File: src/rtl/lru_page_replacement_top_assert.svh
// ----------------------------------------------------------------------------
// LRU page replacement assertion macros
// Short forms for the concurrent checks used in the page replacement block.
// ----------------------------------------------------------------------------
`ifndef LRU_PAGE_REPLACEMENT_TOP_ASSERT_SVH
`define LRU_PAGE_REPLACEMENT_TOP_ASSERT_SVH

// Condition that must hold at every clock edge outside reset.
`define LRUPR_ASSERT_ALWAYS(lbl, expr, msg) \
   lbl: assert property (@(posedge clock) disable iff (reset) (expr)) else $error(msg);

// Consequence that must hold in the cycle after the antecedent.
`define LRUPR_ASSERT_NEXT(lbl, ante, cons, msg) \
   lbl: assert property (@(posedge clock) disable iff (reset) (ante) |=> (cons)) \
      else $error(msg);

`endif

File: src/rtl/lrupr_pkg.sv
// ----------------------------------------------------------------------------
// LRU page replacement package
// Sizes, field widths, shared types and the frame count clamp.
// ----------------------------------------------------------------------------
package lrupr_pkg;

   localparam int FRAME_COUNT  = 8;
   localparam int PAGE_BITS    = 16;

   localparam int FRAME_W      = (FRAME_COUNT > 1) ? $clog2(FRAME_COUNT) : 1;
   localparam int COUNT_W      = $clog2(FRAME_COUNT + 1);

   localparam int CFG_W        = 4;
   localparam int CFG_RESET    = 8;

   localparam int REQ_PAGE_W   = 16;
   localparam int REQ_DATA_W   = 16;

   localparam int FRAME_IDX_W  = 3;
   localparam int EVICT_PAGE_W = 16;
   localparam int FAULT_W      = 32;
   localparam int RSP_RAW_W    = FRAME_IDX_W + 1 + EVICT_PAGE_W + FAULT_W;
   localparam int RSP_DATA_W   = ((RSP_RAW_W + 7) / 8) * 8;
   localparam int RSP_USER_W   = 1;

   // One stored entry of the recency chain.
   typedef struct packed {
      logic                 valid;
      logic [PAGE_BITS-1:0] page;
      logic [FRAME_W-1:0]   frame;
   } entry_type;

   typedef struct packed {
      logic load;
      logic flush;
   } cell_ctrl_type;

   // Out of range settings fall back to one frame or to the full table.
   function automatic logic [COUNT_W-1:0] clamp_frames(input logic [CFG_W-1:0] value);
      logic [COUNT_W-1:0] result;
      if (value == '0) begin
         result = COUNT_W'(1);
      end else if (32'(value) > FRAME_COUNT) begin
         result = COUNT_W'(FRAME_COUNT);
      end else begin
         result = COUNT_W'(value);
      end
      return result;
   endfunction

endpackage

File: src/rtl/lrupr_cell.sv
// ----------------------------------------------------------------------------
// LRU page replacement chain cell
// Holds one entry of the recency order and compares it against the lookup.
// ----------------------------------------------------------------------------
module lrupr_cell (
   input  logic                           clock,
   input  logic                           reset,
   input  lrupr_pkg::cell_ctrl_type       ctrl,
   input  lrupr_pkg::entry_type           prev_entry,
   input  logic [lrupr_pkg::PAGE_BITS-1:0] lookup_page,
   output lrupr_pkg::entry_type           entry,
   output logic                           match
);
   import lrupr_pkg::*;

   logic                 valid_ff;
   logic                 valid_in;
   logic [PAGE_BITS-1:0] page_ff;
   logic [PAGE_BITS-1:0] page_in;
   logic [FRAME_W-1:0]   frame_ff;
   logic [FRAME_W-1:0]   frame_in;

   always_comb begin
      valid_in = valid_ff;
      page_in  = page_ff;
      frame_in = frame_ff;
      if (ctrl.flush) begin
         valid_in = 1'b0;
      end else if (ctrl.load) begin
         valid_in = prev_entry.valid;
         page_in  = prev_entry.page;
         frame_in = prev_entry.frame;
      end
   end

   always_ff @(posedge clock) begin
      if (reset) begin
         valid_ff <= 1'b0;
      end else begin
         valid_ff <= valid_in;
      end
   end

   always_ff @(posedge clock) begin
      page_ff  <= page_in;
      frame_ff <= frame_in;
   end

   assign entry.valid = valid_ff;
   assign entry.page  = page_ff;
   assign entry.frame = frame_ff;
   assign match       = valid_ff && (page_ff == lookup_page);

endmodule

File: src/rtl/lru_page_replacement_top.sv
// ----------------------------------------------------------------------------
// LRU page replacement table
// Move-to-front chain of cells that tracks resident pages in recency order.
// ----------------------------------------------------------------------------
// Usage:
//   A page reference enters on the req_ stream; each one yields exactly one
//   result word on the rsp_ stream with the hit/fault flag, the frame that
//   holds the page, any evicted page and the saturating fault count.
//   Cell 0 of the chain holds the most recent page. A lookup compares every
//   cell at once; on a hit the cells ahead of the match shift back by one,
//   on a miss the whole active chain shifts and the last cell drops out as
//   the victim once all frames are filled. Empty frames fill in order.
//   rsp_tvalid is set in the cycle after acceptance. One word is taken per
//   cycle unless a stalled receiver holds the result register.
//   The result register refills in the cycle it is read, so a stalled
//   receiver holds the current word and blocks only new requests.
//   Reset empties the table, clears the fault count and selects all frames.
//   A csr_ write sets the frame count and empties the table, keeping the
//   fault count; the user writes it only while no word is in flight, and the block does not enforce this.
// ----------------------------------------------------------------------------
`include "lru_page_replacement_top_assert.svh"

module lru_page_replacement_top (
   input  logic                              clock,
   input  logic                              reset,
   input  logic                              req_tvalid,
   output logic                              req_tready,
   // [15:0] requested_page
   input  logic [lrupr_pkg::REQ_DATA_W-1:0]  req_tdata,
   output logic                              rsp_tvalid,
   input  logic                              rsp_tready,
   // [2:0] frame_index, [3] evicted_valid, [19:4] evicted_page,
   // [51:20] fault_total, [55:52] zero
   output logic [lrupr_pkg::RSP_DATA_W-1:0]  rsp_tdata,
   // [0] page_fault
   output logic [lrupr_pkg::RSP_USER_W-1:0]  rsp_tuser,
   input  logic                              csr_wr_en,
   input  logic [lrupr_pkg::CFG_W-1:0]       csr_wr_data
);
   import lrupr_pkg::*;

   logic [COUNT_W-1:0]       frames_n_ff;
   logic [COUNT_W-1:0]       frames_n_in;
   logic [COUNT_W-1:0]       count_ff;
   logic [COUNT_W-1:0]       count_in;
   logic [FAULT_W-1:0]       fault_ff;
   logic [FAULT_W-1:0]       fault_in;

   logic                     rsp_valid_ff;
   logic                     rsp_valid_in;
   logic                     rsp_fault_ff;
   logic                     rsp_fault_in;
   logic [FRAME_IDX_W-1:0]   rsp_frame_ff;
   logic [FRAME_IDX_W-1:0]   rsp_frame_in;
   logic                     rsp_evict_ff;
   logic                     rsp_evict_in;
   logic [EVICT_PAGE_W-1:0]  rsp_evict_page_ff;
   logic [EVICT_PAGE_W-1:0]  rsp_evict_page_in;
   logic [FAULT_W-1:0]       rsp_total_ff;
   logic [FAULT_W-1:0]       rsp_total_in;

   logic                     accept;
   logic [PAGE_BITS-1:0]     lookup_page;
   entry_type                cell_q    [FRAME_COUNT];
   entry_type                cell_prev [FRAME_COUNT];
   cell_ctrl_type            cell_ctrl [FRAME_COUNT];
   logic [FRAME_COUNT-1:0]   match_vec;
   logic [FRAME_COUNT-1:0]   valid_vec;
   logic [FRAME_COUNT:0]     match_tail;
   logic [FRAME_W-1:0]       hit_frame_or [FRAME_COUNT+1];
   logic                     hit;
   logic                     have_free;
   logic [FRAME_W-1:0]       victim_idx;
   entry_type                victim;
   entry_type                new_entry;

   assign req_tready  = !rsp_valid_ff || rsp_tready;
   assign accept      = req_tvalid && req_tready;
   assign lookup_page = PAGE_BITS'(req_tdata);

   // Suffix OR of the match vector marks every cell at or ahead of a hit.
   assign match_tail[FRAME_COUNT]   = 1'b0;
   assign hit_frame_or[FRAME_COUNT] = '0;

   for (genvar i = 0; i < FRAME_COUNT; i++) begin : g_chain
      if (i == 0) begin : g_head
         assign cell_prev[i] = new_entry;
      end else begin : g_link
         assign cell_prev[i] = cell_q[i-1];
      end

      assign match_tail[i]   = match_tail[i+1] | match_vec[i];
      assign hit_frame_or[i] = hit_frame_or[i+1] | (match_vec[i] ? cell_q[i].frame : '0);
      assign valid_vec[i]    = cell_q[i].valid;

      assign cell_ctrl[i].flush = csr_wr_en;
      assign cell_ctrl[i].load  = accept && (COUNT_W'(i) < frames_n_ff) &&
                                  (!hit || match_tail[i]);

      lrupr_cell u_cell (
         .clock       (clock),
         .reset       (reset),
         .ctrl        (cell_ctrl[i]),
         .prev_entry  (cell_prev[i]),
         .lookup_page (lookup_page),
         .entry       (cell_q[i]),
         .match       (match_vec[i])
      );
   end

   assign hit        = match_tail[0];
   assign have_free  = count_ff < frames_n_ff;
   assign victim_idx = FRAME_W'(frames_n_ff - 1'b1);
   assign victim     = cell_q[victim_idx];

   always_comb begin
      new_entry.valid = 1'b1;
      new_entry.page  = lookup_page;
      if (hit) begin
         new_entry.frame = hit_frame_or[0];
      end else if (have_free) begin
         new_entry.frame = FRAME_W'(count_ff);
      end else begin
         new_entry.frame = victim.frame;
      end
   end

   always_comb begin
      frames_n_in = frames_n_ff;
      count_in    = count_ff;
      fault_in    = fault_ff;
      if (csr_wr_en) begin
         frames_n_in = clamp_frames(csr_wr_data);
         count_in    = '0;
      end else if (accept && !hit) begin
         if (have_free) begin
            count_in = count_ff + 1'b1;
         end
         if (fault_ff != '1) begin
            fault_in = fault_ff + 1'b1;
         end
      end
   end

   always_comb begin
      rsp_valid_in      = rsp_valid_ff;
      rsp_fault_in      = rsp_fault_ff;
      rsp_frame_in      = rsp_frame_ff;
      rsp_evict_in      = rsp_evict_ff;
      rsp_evict_page_in = rsp_evict_page_ff;
      rsp_total_in      = rsp_total_ff;
      if (accept) begin
         rsp_valid_in      = 1'b1;
         rsp_fault_in      = !hit;
         rsp_frame_in      = FRAME_IDX_W'(new_entry.frame);
         rsp_evict_in      = !hit && !have_free;
         rsp_evict_page_in = (!hit && !have_free) ? EVICT_PAGE_W'(victim.page) : '0;
         rsp_total_in      = (!hit && (fault_ff != '1)) ? fault_ff + 1'b1 : fault_ff;
      end else if (rsp_tready) begin
         rsp_valid_in = 1'b0;
      end
   end

   always_ff @(posedge clock) begin
      if (reset) begin
         frames_n_ff  <= clamp_frames(CFG_W'(CFG_RESET));
         count_ff     <= '0;
         fault_ff     <= '0;
         rsp_valid_ff <= 1'b0;
      end else begin
         frames_n_ff  <= frames_n_in;
         count_ff     <= count_in;
         fault_ff     <= fault_in;
         rsp_valid_ff <= rsp_valid_in;
      end
   end

   always_ff @(posedge clock) begin
      rsp_fault_ff      <= rsp_fault_in;
      rsp_frame_ff      <= rsp_frame_in;
      rsp_evict_ff      <= rsp_evict_in;
      rsp_evict_page_ff <= rsp_evict_page_in;
      rsp_total_ff      <= rsp_total_in;
   end

   assign rsp_tvalid = rsp_valid_ff;
   assign rsp_tuser  = RSP_USER_W'(rsp_fault_ff);
   assign rsp_tdata  = RSP_DATA_W'({rsp_total_ff, rsp_evict_page_ff, rsp_evict_ff,
                                    rsp_frame_ff});

   `LRUPR_ASSERT_ALWAYS(a_count_in_range, count_ff <= frames_n_ff,
      "fill count beyond frames")
   `LRUPR_ASSERT_ALWAYS(a_valid_matches_count, $countones(valid_vec) == 32'(count_ff),
      "valid cells differ from fill count")
   `LRUPR_ASSERT_ALWAYS(a_single_match, $onehot0(match_vec), "page resident in two cells")
   `LRUPR_ASSERT_NEXT(a_fill_step, accept && !hit && have_free && !csr_wr_en,
      count_ff == $past(count_ff) + 1'b1, "fill count did not advance")

endmodule

File: config.mk
export PLATFORM = sky130hd
export DESIGN_NAME = lru_page_replacement_top
export DESIGN_NICKNAME = d
export VERILOG_FILES = /design/src/rtl/lrupr_pkg.sv /design/src/rtl/lrupr_cell.sv /design/src/rtl/lru_page_replacement_top.sv
export VERILOG_INCLUDE_DIRS = /design/src /design/src/rtl
export SDC_FILE = /design/constraint.sdc
export NUM_CORES = 1
export LEC_CHECK = 0
export BUFFER_PORTS_ARGS = -buffer_cell sky130_fd_sc_hd__buf_2
export CORE_MARGIN = 2
export CORE_UTILIZATION = 65
export CTS_BUF_LIST = sky130_fd_sc_hd__clkbuf_16
export DETAILED_ROUTE_END_ITERATION = 10
export PLACE_DENSITY = 0.85
export SYNTH_ARGS = -nofsm -noshare
export SYNTH_HDL_FRONTEND = slang
export SYNTH_HIERARCHICAL = 1
export SYNTH_SLANG_ARGS = --single-unit
File: constraint.sdc
create_clock -name clock -period 6.32 [get_ports clock]
set_clock_uncertainty 0.15 [all_clocks]
set_input_delay 0.948 -clock clock [delete_from_list [all_inputs] [get_ports clock]]
set_output_delay 0.948 -clock clock [all_outputs]
set_load 0.01 [all_outputs]
==> reports/metrics.cfg <==
[drt]
ant_nets = 0
firstDrtPassIters = 5
vias_per_cell = 6.44
drc = 0
wl_per_cell_um = 21.6
drt-total-wl_mm = 26.8
drtIter0Drc = 891
dr_total_vias = 7985

[worst_setup_path]
critPathCaptureType = register
critPathMostFrequentCell = nor4_1
crit_chain = buf_2 -> xor2_1 -> nor4_1 -> nand4_1 -> nor4_2 -> nor4_1 -> nand2_2 -> inv_1 -> or3_1 -> nor4_1 -> nor3_1 -> nor2b_2
critPathSlowestCell = nor4_2
path_delay_family = simple AND/OR/NAND/NOR gates
start_kind = input port
critPathBufInv = 2
critPathArrivalTime_ps = 4490
cp_max_fo = 19
max_stage_delay_ps = 730
crit_required_ps = 6360
rr_worst_depth = 11
critPathKind = in -> reg
path_depth = 12

[synth]
yosysWarnings = 6
syn_area_um2 = 12100
syn_inst = 912
synth.avg_cell_area_um2 = 13.3

[clocking]
clock_latency_ps = 540
post_cts_buffers = 0
clockBufferDepth = 3
clkTransAtPathRegs_ps = 60
htreeDepth = 1
cts_hold_buffers = 0
cts_tree = done
post_cts_resized = 0
cts.sinks = 254
root_buffer = clkbuf_16
cts_made_buffers = 27

[grt]
first_global_vias = 7937
grt_max_degree = 54
grt_first_pass_wirelength_mm = 42.6
grt_usage_pct = 27.5
grt_overflow_total = 0
antenna_found_initial = 1

[final_layout]
fin_util_pct = 74.6
drive_gt1_share_pct = 19.8
seqCellArea_um2 = 7140
num_antenna_cells = 0
final_common_cell = edfxtp_1
area_growth_pct = 11.6
n_fill_cell = 1172
most-common-layout-cells = edfxtp_1, xnor2_1, buf_2, nand2_1, xor2_1
multi_input_area_um2 = 4740
final_nets = 1022

[timing]
final.setup.tns_ps = 0
tightest_slew_ps = 1240
fmax_mhz = 225
period_needed_ps = 4450
drv_slew = 0
fin_crit_sh_pct = 70.4
relSlewSlack_pct = 17.1
setup_violations = 0
hold_violations = 0
grt_setup_unrepaired = no

[hold_path]
hold_depth = 0
hold_path_class = reg -> reg

[floorplan]
start_util_pct = 66.8
core_um2 = 18100
die_h_um = 141
die_w_um = 141
io_pins = 84
rows = 49
dieArea_um2 = 19800

[pwr]
p_leak_nw = 4.64
peakVddDrop_mv = 0.239
cellPowerDensity_nw_per_um2 = 277

[place]
gp_congestion = 0.902
dp_hpwl_mm = 17.8
portBuffers = 79

[status]
outcome = complete, no violations

[flow_run]
drv_cap = 0

stage by stage:
stage	power, mW	hold slack, ps	area (um2)	instances	worst slack (ps)
finish	3.75	341	13500	1239	1870
floorplan	2.15	295	12100	915	2020
global route	3.86	353	13500	1239	1680
detailed placement	2.26	327	12700	1189	1470
CTS	3.77	337	13500	1239	1970
global placement	2.25	322	12700	1189	1450
power by group:
part / switching [mW] / internal (mW)
sequential: 0.0450 / 1.88
combinational: 0.186 / 0.121
clock: 0.634 / 0.882
total: 0.865 / 2.88
worst paths after layout:
path | startpoint | endpoint | slack, ps
worst max-delay path | req_tdata[4] | g_chain[3].u_cell/frame_ff[2] | 1870
worst min register to register | g_chain[1].u_cell/page_ff[9] | g_chain[2].u_cell/page_ff[9] | 340
worst min-delay path | g_chain[1].u_cell/page_ff[9] | g_chain[2].u_cell/page_ff[9] | 340
worst max register to register | g_chain[0].u_cell/page_ff[1] | g_chain[3].u_cell/frame_ff[2] | 2040
final cells by class:
cell class | instances | share of cell area, %
Clock buffer | 28 | 5.18
Clock inverter | 22 | 1.14
Inverter | 17 | 0.472
Multi-Input combinational cell | 603 | 35.0
Sequential cell | 254 | 52.7
Tap cell | 229 | 2.12
Timing Repair Buffer | 86 | 3.31
state kept, by name, indices dropped and copies added (netlist names):
| signal | cells |
|---|---|
| g_chain.u_cell/valid_ff | 8 |
| fault_ff | 32 |
| frames_n_ff | 4 |
| g_chain.u_cell/page_ff | 128 |
| rsp_frame_ff | 3 |
| rsp_total_ff | 32 |
| rsp_evict_page_ff | 16 |
| rsp_tuser | 1 |
| rsp_evict_ff | 1 |
| rsp_tvalid | 1 |
| count_ff | 4 |
| g_chain.u_cell/frame_ff | 24 |
metal layers:
layer  track usage (%)  up-vias  share of wire, %  wire length [um]
met4              8.00        2               2.2               591
met1              38.6     3958                42             11200
met2              44.5      377                48             12800
met3              5.71       53               8.2              2200
met5                 0        -             0.041                11
li1                  -     3595                 -                 -
worst reg2reg max path, delay by kind of cell, from the launching register on:
family        cells  cell delay, ps
simple gates      9            2920
flops             1             450
buf+inv           1             240
xor+xnor          1             170
Power figures use the tool's default switching activity.
